<file path="src/sv/pileup_base_quality_stats_defines.svh">
// assertion macros for the pileup statistics block
// no dependencies; included by modules that carry assertions
`ifndef PILEUP_BASE_QUALITY_STATS_DEFINES_SVH
`define PILEUP_BASE_QUALITY_STATS_DEFINES_SVH
`ifndef SYNTHESIS
`define PBQS_ASSERT_IMP(lbl, ante, cons) \
    lbl: assert property (@(posedge clk) disable iff (!rst_n) (ante) |-> (cons)) \
        else $error("pbqs assertion failed");
`define PBQS_ASSERT_NXT(lbl, ante, cons) \
    lbl: assert property (@(posedge clk) disable iff (!rst_n) (ante) |=> (cons)) \
        else $error("pbqs assertion failed");
`else
`define PBQS_ASSERT_IMP(lbl, ante, cons)
`define PBQS_ASSERT_NXT(lbl, ante, cons)
`endif
`endif

</file>
<file path="src/sv/pbqs_pkg.sv">
// shared types, constants and codes for the pileup statistics block
// no dependencies
`default_nettype none
package pbqs_pkg;
    localparam int NUM_POSITIONS = 1024;
    localparam int QUALITY_BINS  = 128;
    localparam int POS_W         = 10;
    localparam int BIN_W         = $clog2(QUALITY_BINS);
    localparam int HIST_AW       = POS_W + BIN_W;
    localparam int CNT_W         = 32;
    localparam int NUM_BASES     = 5;
    localparam int BASE_ROW_W    = NUM_BASES * CNT_W;
    localparam int BINS_W        = 8;
    localparam int CUM_W         = 40;
    localparam int SUM_W         = 48;
    localparam int PCT_W         = 46;
    localparam int NUM_PCT       = 5;
    localparam logic [CNT_W-1:0] CNT_MAX = {CNT_W{1'b1}};
    localparam logic [8:0] PHRED_OFFSET = 9'd33;

    localparam logic [1:0] REQ_BASE   = 2'd0;
    localparam logic [1:0] REQ_QUAL   = 2'd1;
    localparam logic [1:0] REQ_REPORT = 2'd2;
    localparam logic [1:0] REQ_UNUSED = 2'd3;

    localparam logic [1:0] STAT_OK       = 2'd0;
    localparam logic [1:0] STAT_BAD_BASE = 2'd1;
    localparam logic [1:0] STAT_BAD_QUAL = 2'd2;

    localparam logic [2:0] BASE_A   = 3'd0;
    localparam logic [2:0] BASE_C   = 3'd1;
    localparam logic [2:0] BASE_G   = 3'd2;
    localparam logic [2:0] BASE_T   = 3'd3;
    localparam logic [2:0] BASE_N   = 3'd4;
    localparam logic [2:0] BASE_BAD = 3'd5;

    // median, lower quartile, upper quartile, 5 percent, 95 percent
    localparam logic [4:0] PCT_SCALE [NUM_PCT] = '{5'd2, 5'd4, 5'd4, 5'd20, 5'd20};
    localparam logic [4:0] PCT_PART  [NUM_PCT] = '{5'd1, 5'd1, 5'd3, 5'd1, 5'd19};

    typedef struct packed {
        logic [1:0]       req_type;
        logic [POS_W-1:0] position;
        logic [7:0]       symbol_char;
        logic             reverse_strand;
    } in_item_t;

    typedef struct packed {
        logic [1:0]        status;
        logic [2:0]        major_base;
        logic [CNT_W-1:0]  major_count;
        logic [CNT_W-1:0]  second_count;
        logic [CNT_W-1:0]  coverage;
        logic [CNT_W-1:0]  floor_coverage;
        logic [6:0]        mean_phred;
        logic signed [7:0] median_phred;
        logic signed [7:0] lower_quartile;
        logic signed [7:0] upper_quartile;
        logic signed [7:0] low_five_pct;
        logic signed [7:0] high_95_pct;
    } out_item_t;

    typedef struct packed {
        logic                  we;
        logic [POS_W-1:0]      waddr;
        logic [BASE_ROW_W-1:0] wdata;
        logic [POS_W-1:0]      raddr;
    } base_mem_req_t;

    typedef struct packed {
        logic              we;
        logic [POS_W-1:0]  waddr;
        logic [BINS_W-1:0] wdata;
        logic [POS_W-1:0]  raddr;
    } bins_mem_req_t;

    typedef struct packed {
        logic               we;
        logic [HIST_AW-1:0] waddr;
        logic [CNT_W-1:0]   wdata;
        logic [HIST_AW-1:0] raddr;
    } hist_mem_req_t;
endpackage
`default_nettype wire

</file>
<file path="src/sv/pbqs_core.sv">
// sequencer: read-modify-write of counters, histogram walk, mean divider
// depends on pbqs_pkg and pileup_base_quality_stats_defines.svh
`default_nettype none
`include "pileup_base_quality_stats_defines.svh"
module pbqs_core import pbqs_pkg::*; (
    input  logic                  clk,
    input  logic                  rst_n,
    input  logic                  req_valid,
    output logic                  req_ready,
    input  in_item_t              req,
    input  logic                  cfg_valid,
    output logic                  cfg_ready,
    input  logic [6:0]            cfg_data,
    output logic                  res_valid,
    input  logic                  res_ready,
    output out_item_t             res,
    output base_mem_req_t         base_mem,
    input  logic [BASE_ROW_W-1:0] base_rdata,
    output bins_mem_req_t         bins_mem,
    input  logic [BINS_W-1:0]     bins_rdata,
    output hist_mem_req_t         hist_mem,
    input  logic [CNT_W-1:0]      hist_rdata
);
    typedef enum logic [3:0] {
        ST_IDLE, ST_RD, ST_MOD, ST_WALK, ST_RES, ST_DIV, ST_FIN
    } state_t;

    state_t             state_reg, state_next;
    in_item_t           item_reg, item_next;
    logic [1:0]         status_reg, status_next;
    logic               rep_reg, rep_next;
    logic               clr_active_reg, clr_active_next;
    logic [HIST_AW-1:0] clr_addr_reg, clr_addr_next;
    logic [6:0]         floor_reg, floor_next;
    logic [CNT_W-1:0]   cov_reg, cov_next;
    logic [CNT_W-1:0]   mx_reg, mx_next;
    logic [CNT_W-1:0]   sec_reg, sec_next;
    logic [2:0]         major_reg, major_next;
    logic [BINS_W-1:0]  len_reg, len_next;
    logic [BINS_W-1:0]  walk_j_reg, walk_j_next;
    logic               proc_valid_reg, proc_valid_next;
    logic [BIN_W-1:0]   proc_j_reg, proc_j_next;
    logic [CUM_W-1:0]   cum_reg, cum_next;
    logic [SUM_W-1:0]   sum_reg, sum_next;
    logic [CNT_W-1:0]   fc_reg, fc_next;
    logic [NUM_PCT-1:0] pt_set_reg, pt_set_next;
    logic [NUM_PCT-1:0] pt_pend_reg, pt_pend_next;
    logic [7:0]         pt_val_reg [NUM_PCT];
    logic [7:0]         pt_val_next [NUM_PCT];
    logic [BIN_W-1:0]   pend_j_reg, pend_j_next;
    logic [2:0]         div_i_reg, div_i_next;
    logic [6:0]         quot_reg, quot_next;
    logic [SUM_W-1:0]   rem_reg, rem_next;
    out_item_t          res_reg, res_next;
    logic               res_valid_reg, res_valid_next;

    function automatic logic [2:0] decode_base(input logic [7:0] ch, input logic rev);
        logic [2:0] b;
        b = BASE_BAD;
        case (ch)
            "A", "a": b = BASE_A;
            "C", "c": b = BASE_C;
            "G", "g": b = BASE_G;
            "T", "t": b = BASE_T;
            "N", "X", "-": b = BASE_N;
            default: b = BASE_BAD;
        endcase
        if (rev && b < BASE_N)
        begin
            b = BASE_T - b;
        end
        return b;
    endfunction

    function automatic logic [7:0] mid_point(input logic [BIN_W-1:0] a,
                                             input logic [BINS_W-1:0] k);
        logic [BINS_W:0] s;
        s = {2'b00, a} + {1'b0, k};
        s = s >> 1;
        return (s > 9'd127) ? 8'd127 : s[7:0];
    endfunction

    logic [2:0]        bcode;
    logic [8:0]        qv9;
    logic              in_range;
    logic [2:0]        bcode_item;
    logic [8:0]        qv9_item;
    logic              item_in_range;
    logic [BASE_ROW_W-1:0] row;
    logic [CNT_W+2:0]  cov_sum;
    logic [CNT_W-1:0]  cnt_b;
    logic [CNT_W-1:0]  mx, sec;
    logic [2:0]        maj;
    logic [BINS_W-1:0] binsv;
    logic [CNT_W-1:0]  e;
    logic [CUM_W-1:0]  cum_n;
    logic [PCT_W-1:0]  lhs, rhs;
    logic              new_pend;
    logic [SUM_W-1:0]  num, dsh;
    logic [SUM_W-1:0]  den;

    assign bcode         = decode_base(req.symbol_char, req.reverse_strand);
    assign qv9           = {1'b0, req.symbol_char} - PHRED_OFFSET;
    assign in_range      = ({1'b0, req.position} < (POS_W+1)'(NUM_POSITIONS));
    assign bcode_item    = decode_base(item_reg.symbol_char, item_reg.reverse_strand);
    assign qv9_item      = {1'b0, item_reg.symbol_char} - PHRED_OFFSET;
    assign item_in_range = ({1'b0, item_reg.position} < (POS_W+1)'(NUM_POSITIONS));

    assign req_ready = (state_reg == ST_IDLE) && !clr_active_reg;
    assign cfg_ready = 1'b1;
    assign res_valid = res_valid_reg;
    assign res       = res_reg;

    always_comb
    begin
        state_next      = state_reg;
        item_next       = item_reg;
        status_next     = status_reg;
        rep_next        = rep_reg;
        clr_active_next = clr_active_reg;
        clr_addr_next   = clr_addr_reg;
        floor_next      = floor_reg;
        cov_next        = cov_reg;
        mx_next         = mx_reg;
        sec_next        = sec_reg;
        major_next      = major_reg;
        len_next        = len_reg;
        walk_j_next     = walk_j_reg;
        proc_valid_next = 1'b0;
        proc_j_next     = proc_j_reg;
        cum_next        = cum_reg;
        sum_next        = sum_reg;
        fc_next         = fc_reg;
        pt_set_next     = pt_set_reg;
        pt_pend_next    = pt_pend_reg;
        pt_val_next     = pt_val_reg;
        pend_j_next     = pend_j_reg;
        div_i_next      = div_i_reg;
        quot_next       = quot_reg;
        rem_next        = rem_reg;
        res_next        = res_reg;
        res_valid_next  = res_valid_reg;
        base_mem        = '0;
        bins_mem        = '0;
        hist_mem        = '0;
        row             = base_rdata;
        cov_sum         = '0;
        cnt_b           = '0;
        mx              = '0;
        sec             = '0;
        maj             = BASE_A;
        binsv           = '0;
        e               = hist_rdata;
        cum_n           = '0;
        lhs             = '0;
        rhs             = '0;
        new_pend        = 1'b0;
        den             = SUM_W'({cov_reg, 1'b0});
        num             = '0;
        dsh             = '0;

        if (cfg_valid && cfg_ready)
        begin
            floor_next = cfg_data;
        end
        if (res_valid_reg && res_ready)
        begin
            res_valid_next = 1'b0;
        end

        // clearing pass over all stores after reset
        if (clr_active_reg)
        begin
            hist_mem.we    = 1'b1;
            hist_mem.waddr = clr_addr_reg;
            hist_mem.wdata = '0;
            if (clr_addr_reg[HIST_AW-1:POS_W] == '0)
            begin
                base_mem.we    = 1'b1;
                base_mem.waddr = clr_addr_reg[POS_W-1:0];
                base_mem.wdata = '0;
                bins_mem.we    = 1'b1;
                bins_mem.waddr = clr_addr_reg[POS_W-1:0];
                bins_mem.wdata = '0;
            end
            clr_addr_next = clr_addr_reg + 1'b1;
            if (clr_addr_reg == {HIST_AW{1'b1}})
            begin
                clr_active_next = 1'b0;
            end
        end

        unique case (state_reg)
            ST_IDLE:
            begin
                if (req_valid && req_ready)
                begin
                    item_next   = req;
                    status_next = STAT_OK;
                    rep_next    = 1'b0;
                    state_next  = ST_FIN;
                    unique case (req.req_type)
                        REQ_BASE:
                        begin
                            if (bcode == BASE_BAD)
                            begin
                                status_next = STAT_BAD_BASE;
                            end
                            else if (in_range)
                            begin
                                state_next = ST_RD;
                            end
                        end
                        REQ_QUAL:
                        begin
                            if (req.symbol_char < 8'd33 || qv9 >= 9'(QUALITY_BINS))
                            begin
                                status_next = STAT_BAD_QUAL;
                            end
                            else if (in_range)
                            begin
                                state_next = ST_RD;
                            end
                        end
                        REQ_REPORT:
                        begin
                            rep_next   = 1'b1;
                            state_next = ST_RD;
                        end
                        default:
                        begin
                            state_next = ST_FIN;
                        end
                    endcase
                end
            end
            ST_RD:
            begin
                base_mem.raddr = item_reg.position;
                bins_mem.raddr = item_reg.position;
                hist_mem.raddr = {item_reg.position, qv9_item[BIN_W-1:0]};
                state_next     = ST_MOD;
            end
            ST_MOD:
            begin
                if (!item_in_range)
                begin
                    row = '0;
                end
                for (int b = 0; b < NUM_BASES; b++)
                begin
                    cov_sum = cov_sum + (CNT_W+3)'(row[b*CNT_W +: CNT_W]);
                end
                case (item_reg.req_type)
                    REQ_BASE:
                    begin
                        state_next = ST_FIN;
                        if (cov_sum < (CNT_W+3)'(CNT_MAX))
                        begin
                            cnt_b = row[bcode_item*CNT_W +: CNT_W] + 1'b1;
                            row[bcode_item*CNT_W +: CNT_W] = cnt_b;
                            base_mem.we    = 1'b1;
                            base_mem.waddr = item_reg.position;
                            base_mem.wdata = row;
                        end
                    end
                    REQ_QUAL:
                    begin
                        state_next     = ST_FIN;
                        hist_mem.we    = 1'b1;
                        hist_mem.waddr = {item_reg.position, qv9_item[BIN_W-1:0]};
                        hist_mem.wdata = (hist_rdata < CNT_MAX) ? hist_rdata + 1'b1
                                                                : hist_rdata;
                        bins_mem.we    = 1'b1;
                        bins_mem.waddr = item_reg.position;
                        bins_mem.wdata = (qv9_item[BINS_W-1:0] + 1'b1 > bins_rdata)
                                         ? qv9_item[BINS_W-1:0] + 1'b1 : bins_rdata;
                    end
                    default:
                    begin
                        mx  = row[0 +: CNT_W];
                        sec = row[CNT_W +: CNT_W];
                        maj = BASE_A;
                        if (mx < row[CNT_W +: CNT_W])
                        begin
                            sec = mx;
                            mx  = row[CNT_W +: CNT_W];
                            maj = BASE_C;
                        end
                        for (int b = 2; b < NUM_BASES; b++)
                        begin
                            if (mx < row[b*CNT_W +: CNT_W])
                            begin
                                sec = mx;
                                mx  = row[b*CNT_W +: CNT_W];
                                maj = 3'(b);
                            end
                            else if (row[b*CNT_W +: CNT_W] > sec)
                            begin
                                sec = row[b*CNT_W +: CNT_W];
                            end
                        end
                        binsv = item_in_range ? bins_rdata : '0;
                        mx_next     = mx;
                        sec_next    = sec;
                        major_next  = maj;
                        cov_next    = cov_sum[CNT_W-1:0];
                        len_next    = (binsv > BINS_W'(QUALITY_BINS))
                                      ? BINS_W'(QUALITY_BINS) : binsv;
                        walk_j_next = '0;
                        cum_next    = '0;
                        sum_next    = '0;
                        fc_next     = '0;
                        pt_set_next  = '0;
                        pt_pend_next = '0;
                        for (int p = 0; p < NUM_PCT; p++)
                        begin
                            pt_val_next[p] = '0;
                        end
                        state_next = ST_WALK;
                    end
                endcase
            end
            ST_WALK:
            begin
                if (walk_j_reg < len_reg)
                begin
                    hist_mem.raddr  = {item_reg.position, walk_j_reg[BIN_W-1:0]};
                    proc_valid_next = 1'b1;
                    proc_j_next     = walk_j_reg[BIN_W-1:0];
                    walk_j_next     = walk_j_reg + 1'b1;
                end
                else if (!proc_valid_reg)
                begin
                    state_next = ST_RES;
                end
                if (proc_valid_reg)
                begin
                    cum_n    = cum_reg + CUM_W'(e);
                    cum_next = cum_n;
                    sum_next = sum_reg + SUM_W'((CNT_W+BIN_W)'(e)
                                                * (CNT_W+BIN_W)'(proc_j_reg));
                    if (floor_reg != '0 && {1'b0, floor_reg} == {1'b0, proc_j_reg} + 8'd1)
                    begin
                        fc_next = (CUM_W'(cov_reg) > cum_n) ? cov_reg - cum_n[CNT_W-1:0]
                                                            : '0;
                    end
                    for (int p = 0; p < NUM_PCT; p++)
                    begin
                        lhs = PCT_W'(cum_n) * PCT_W'(PCT_SCALE[p]);
                        rhs = PCT_W'(cov_reg) * PCT_W'(PCT_PART[p]);
                        if (pt_pend_reg[p])
                        begin
                            if (e != '0)
                            begin
                                pt_val_next[p]  = mid_point(pend_j_reg, {1'b0, proc_j_reg});
                                pt_pend_next[p] = 1'b0;
                                pt_set_next[p]  = 1'b1;
                            end
                        end
                        else if (!pt_set_reg[p])
                        begin
                            if (lhs > rhs)
                            begin
                                pt_val_next[p] = {1'b0, proc_j_reg};
                                pt_set_next[p] = 1'b1;
                            end
                            else if (lhs == rhs)
                            begin
                                pt_pend_next[p] = 1'b1;
                                new_pend        = 1'b1;
                            end
                        end
                    end
                    if (new_pend)
                    begin
                        pend_j_next = proc_j_reg;
                    end
                end
            end
            ST_RES:
            begin
                for (int p = 0; p < NUM_PCT; p++)
                begin
                    if (pt_pend_reg[p])
                    begin
                        pt_val_next[p]  = mid_point(pend_j_reg, len_reg);
                        pt_pend_next[p] = 1'b0;
                        pt_set_next[p]  = 1'b1;
                    end
                end
                num        = {sum_reg[SUM_W-2:0], 1'b0} + SUM_W'(cov_reg);
                quot_next  = '0;
                rem_next   = num;
                div_i_next = 3'd6;
                if (cov_reg == '0)
                begin
                    state_next = ST_FIN;
                end
                else if (num >= (den << 7))
                begin
                    quot_next  = 7'd127;
                    state_next = ST_FIN;
                end
                else
                begin
                    state_next = ST_DIV;
                end
            end
            ST_DIV:
            begin
                dsh = den << div_i_reg;
                if (rem_reg >= dsh)
                begin
                    rem_next             = rem_reg - dsh;
                    quot_next[div_i_reg] = 1'b1;
                end
                if (div_i_reg == '0)
                begin
                    state_next = ST_FIN;
                end
                else
                begin
                    div_i_next = div_i_reg - 1'b1;
                end
            end
            ST_FIN:
            begin
                if (!res_valid_reg || res_ready)
                begin
                    res_next        = '0;
                    res_next.status = status_reg;
                    if (rep_reg)
                    begin
                        res_next.major_base     = major_reg;
                        res_next.major_count    = mx_reg;
                        res_next.second_count   = sec_reg;
                        res_next.coverage       = cov_reg;
                        res_next.floor_coverage = fc_reg;
                        res_next.mean_phred     = quot_reg;
                        res_next.median_phred   = pt_set_reg[0] ? pt_val_reg[0] : 8'hFF;
                        res_next.lower_quartile = pt_set_reg[1] ? pt_val_reg[1] : 8'hFF;
                        res_next.upper_quartile = pt_set_reg[2] ? pt_val_reg[2] : 8'hFF;
                        res_next.low_five_pct   = pt_set_reg[3] ? pt_val_reg[3] : 8'hFF;
                        res_next.high_95_pct    = pt_set_reg[4] ? pt_val_reg[4] : 8'hFF;
                    end
                    res_valid_next = 1'b1;
                    state_next     = ST_IDLE;
                end
            end
            default:
            begin
                state_next = ST_IDLE;
            end
        endcase
    end

    always_ff @(posedge clk or negedge rst_n)
    begin
        if (!rst_n)
        begin
            state_reg      <= ST_IDLE;
            clr_active_reg <= 1'b1;
            clr_addr_reg   <= '0;
            floor_reg      <= '0;
            res_valid_reg  <= 1'b0;
            proc_valid_reg <= 1'b0;
            rep_reg        <= 1'b0;
            status_reg     <= STAT_OK;
        end
        else
        begin
            state_reg      <= state_next;
            clr_active_reg <= clr_active_next;
            clr_addr_reg   <= clr_addr_next;
            floor_reg      <= floor_next;
            res_valid_reg  <= res_valid_next;
            proc_valid_reg <= proc_valid_next;
            rep_reg        <= rep_next;
            status_reg     <= status_next;
        end
    end

    always_ff @(posedge clk)
    begin
        item_reg    <= item_next;
        cov_reg     <= cov_next;
        mx_reg      <= mx_next;
        sec_reg     <= sec_next;
        major_reg   <= major_next;
        len_reg     <= len_next;
        walk_j_reg  <= walk_j_next;
        proc_j_reg  <= proc_j_next;
        cum_reg     <= cum_next;
        sum_reg     <= sum_next;
        fc_reg      <= fc_next;
        pt_set_reg  <= pt_set_next;
        pt_pend_reg <= pt_pend_next;
        pt_val_reg  <= pt_val_next;
        pend_j_reg  <= pend_j_next;
        div_i_reg   <= div_i_next;
        quot_reg    <= quot_next;
        rem_reg     <= rem_next;
        res_reg     <= res_next;
    end

    `PBQS_ASSERT_NXT(a_one_item, req_valid && req_ready, !req_ready)
    `PBQS_ASSERT_IMP(a_walk_bound, state_reg == ST_WALK && proc_valid_reg, {1'b0, proc_j_reg} < len_reg)
    `PBQS_ASSERT_IMP(a_div_cov, state_reg == ST_DIV, cov_reg != '0)
endmodule
`default_nettype wire

</file>
<file path="config.mk">
export PLATFORM = sky130hd
export DESIGN_NAME = pbqs_core
export DESIGN_NICKNAME = d
export VERILOG_FILES = /design/src/sv/pbqs_pkg.sv /design/src/sv/pbqs_core.sv
export VERILOG_INCLUDE_DIRS = /design/src /design/src/sv
export SDC_FILE = /design/constraint.sdc
export NUM_CORES = 2
export LEC_CHECK = 0
export ABC_CLOCK_PERIOD_IN_PS = 12400
export BUFFER_PORTS_ARGS = -buffer_cell sky130_fd_sc_hd__buf_2
export CAP_MARGIN = 40
export CORE_ASPECT_RATIO = 0.9
export CORE_MARGIN = 5
export CORE_UTILIZATION = 35
export CTS_BUF_LIST = sky130_fd_sc_hd__clkbuf_8
export CTS_CLUSTER_DIAMETER = 80
export DETAILED_ROUTE_END_ITERATION = 12
export SYNTH_ARGS = -nofsm -noshare
export SYNTH_HDL_FRONTEND = slang
export SYNTH_SLANG_ARGS = --single-unit
</file>
<file path="constraint.sdc">
create_clock -name clk -period 12.4 [get_ports clk]
set_input_delay 1.86 -clock clk [delete_from_list [all_inputs] [get_ports clk]]
set_output_delay 1.86 -clock clk [all_outputs]
set_load 0.05 [all_outputs]
</file>
==> reports/qor.json <==
{
  "cts": {
    "clock-root-buffer": "sky130_fd_sc_hd__clkbuf_8",
    "cts_inserted_buffers": 113,
    "cts.clk_slew.worst_paths_ns": 0.06,
    "cts_tree": "yes",
    "post_cts_hold_buffer_count": 0,
    "numClockSinks": 590,
    "clockBufferDepth": 3,
    "ctsHtreeMaxLevel": 3,
    "worstSkewPairLatency_ns": 0.93
  },
  "synthesis": {
    "yosys-top-cells-area": "sky130_fd_sc_hd__edfxtp_1, sky130_fd_sc_hd__ha_1, sky130_fd_sc_hd__fa_1",
    "postSynthCellCount": 8130,
    "postSynthAreaPerCell_um2": 8.712,
    "ys.warnings.count": 0,
    "ys_dominant_reg_cell": "sky130_fd_sc_hd__edfxtp_1",
    "synthDistinctLibCells": 107,
    "netlist_top_cells_count": "sky130_fd_sc_hd__ha_1, sky130_fd_sc_hd__nand2_1, sky130_fd_sc_hd__inv_1",
    "ys_async_sr_fraction_pct": 5.593,
    "edff_count_synth": 557,
    "yosysMostFrequentCell": "sky130_fd_sc_hd__ha_1",
    "seq_area_frac_synth_pct": 24.78,
    "yosys_register_bits": 590,
    "synthDominantAreaCellType": "sky130_fd_sc_hd__edfxtp_1",
    "yosysTopAreaCellShare_pct": 23.62,
    "netlist_area_um2": 70830
  },
  "setup_path": {
    "rr_worst_depth": 35,
    "critical_path_peak_fanout": 44,
    "timing.critical_path.slowest_stage_cell": "sky130_fd_sc_hd__o31ai_1",
    "regToRegSetupSlack_ns": 2.79,
    "timing.rr.start": "cum_reg[0]",
    "required_ns": 13.02,
    "launching_element_of_the_worst_setup_path": "base_rdata[61]",
    "crit_arrival_ns": 12.59,
    "timing.critical_path.slowest_cell_delay_ns": 0.49,
    "startpoint_type": "input port",
    "setup.worst_path.end_class": "flip-flop",
    "crit_path_frequent_cell": "sky130_fd_sc_hd__buf_4",
    "path_class": "in -> reg",
    "worst_r2r_endpoint": "pend_j_reg[6]"
  },
  "routing": {
    "wl_per_cell_um": 27.22,
    "drt-initial-drc-count": 6432,
    "wl_um": 326600,
    "wl_met1_um": 127600,
    "routed-wl-met3_um": 29080,
    "detailed_route_via_count": 69130,
    "antenna_violating_nets_post_route": 0,
    "detail_route.drc_violations": 0,
    "dr.max_layer_used": "met5",
    "route.detailed.vias_per_inst": 5.761,
    "met2_wire_length_um": 146100,
    "drtPass1Iterations": 8
  },
  "place": {
    "placement_setup_slack_ns": -0.5600,
    "port-buffer-count": 691,
    "detailed_place_hpwl_um": 262100,
    "gpl.final_weighted_congestion": 1.057,
    "place.detailed.instances": 11770
  },
  "die": {
    "ioPinCount": 693,
    "fp-row-count": 156,
    "die-height_um": 436.8,
    "start_util_pct": 35.23,
    "chipWidth_um": 484.2,
    "design.core.area_um2": 201000,
    "die-area_um2": 211500
  },
  "timing": {
    "worst_slew_margin_rel_pct": 27.30,
    "finalCriticalPeriod_ns": 11.98,
    "fin_worst_skew_ns": 0.06096,
    "grt_setup_unrepaired": "no",
    "hold_viol": 0,
    "report.final.setup_viol": 0,
    "timing_worst_slew_pin_value_ns": 1.075,
    "final-max-slew-violation-count": 0,
    "fin_hold_ws_ns": 0.4613,
    "timing.fmax_ghz": 0.08350,
    "timing.final.ws_setup_ns": 0.4239,
    "final_worst_path_period_share_pct": 96.58
  },
  "layout": {
    "area_delta_synth_final_pct": 18.38,
    "nNetsFinal": 10620,
    "layout-drive-gt1-share_pct": 18.04,
    "instances_no_fill": 12000,
    "flip_flop_count_of_the_largest_register_after_layout": 180,
    "final.fill_count": 20160
  },
  "pwr": {
    "power.static_leakage_nw": 39.19,
    "design_power_total_mw": 22.87,
    "ir_worst_vdd_v": 0.0001923,
    "p_per_area_nw_per_um2": 272.7
  },
  "global_routing": {
    "grt_ovf": 0,
    "grt_max_degree": 76,
    "grt_usage_pct": 29.60,
    "antenna_found_initial": 39,
    "first_global_vias": 68130,
    "global_route_wire_length_before_repair_um": 465800
  },
  "flow_run": {
    "drv.max_cap_violation_count": 0
  },
  "run_status": {
    "run_status": "finished clean"
  },
  "min_path": {
    "min_path_cells": 0,
    "min-delay-start": "status_reg[1]",
    "holdCritPathClass": "reg -> reg",
    "whs_endpoint": "res[179]"
  }
}
[stage by stage]
stage                     cell area, um^2  util [%]  TNS [ns]
after floorplan                     70850         -         0
after global placement              81120     40.35    -20.32
after detailed placement            81330     40.45    -23.82
after CTS                           83710     41.64         0
after global routing                83810     41.69         0
final                               83850     41.71         0
[what timing repair did]
action | CTS | global route
resized for setup | 0 | 8
setup buffers | 0 | 3
setup endpoints to repair | 0 | 45
[layer usage]
| metal | vias up | track usage (%) |
|---|---|---|
| met5 | - | 0.5435 |
| met3 | 894 | 7.194 |
| met1 | 33610 | 36.15 |
| li1 | 31080 | - |
| met2 | 3521 | 47.63 |
| met4 | 22 | 17.08 |
[how the worst max path moves through the flow]
| stage | end | slack, ns | cells past startpoint |
|---|---|---|---|
| after floorplan | sec_reg[4] | 0.13 | 50 |
| after global placement | mx_reg[8] | -0.50 | 53 |
| after detailed placement | sec_reg[11] | -0.56 | 52 |
| after CTS | mx_reg[8] | 0.40 | 54 |
| after global routing | sec_reg[4] | 0.0001 | 56 |
| final | sec_reg[4] | 0.42 | 52 |
[placed cells by master, fill, tap and decap left out, drive strengths merged, types with 49 or more instances in the layout]
| cell type | count |
|---|---|
| and2 | 280 |
| mux2 | 77 |
| or3 | 53 |
| xnor2 | 226 |
| and3 | 69 |
| buf | 1299 |
| o21a | 118 |
| fa | 317 |
| inv | 776 |
| a211oi | 72 |
| ha | 872 |
| o21bai | 49 |
| nand2 | 751 |
| nand4 | 116 |
| edfxtp | 557 |
| mux2i | 88 |
| nor4 | 54 |
| o21ai | 400 |
| nand3 | 132 |
| nor2b | 124 |
| nor3 | 161 |
| nor2 | 638 |
| nand2b | 86 |
| clkinv | 50 |
| a21oi | 723 |
| xor2 | 168 |
| clkbuf | 114 |
| a21o | 259 |
[power by group]
| part | total, mW | switching (mW) | internal, mW |
|---|---|---|---|
| clock | 2.14 | 0.984 | 1.16 |
| combinational | 17.2 | 10.5 | 6.69 |
| sequential | 3.53 | 0.410 | 3.12 |
[logic make-up after synthesis]
logic type | Yosys count | synth area share (%)
other | 2 | 0.01060
DFF | 590 | 24.78
muxes | 196 | 3.454
buffers and inverters | 1099 | 5.983
adders and majority gates | 1190 | 24.38
AOI/OAI and AO/OA | 2050 | 18.45
and+or+nand+nor | 2609 | 18.07
xor gates and xnor gates | 394 | 4.872
[cell type report]
cell class | instances | area [um^2] | share of cell area (%)
clock inverter | 91 | 814.5 | 0.9715
timing repair buffer | 1302 | 8332 | 9.937
inverter | 749 | 2813 | 3.355
antenna | 21 | 52.55 | 0.06268
tap | 2686 | 3361 | 4.008
multi-input combinational | 6445 | 49350 | 58.86
clock buffer | 114 | 1569 | 1.871
sequential | 590 | 17560 | 20.94
[critical path, delay by kind of cell]
kind            cells  cell delay (ns)
compound gates     18             4.58
fa+ha+maj           4             1.26
buf+inv            15             2.44
mux                 1             0.35
simple gates       14             2.05
Power figures use the tool's default switching activity.
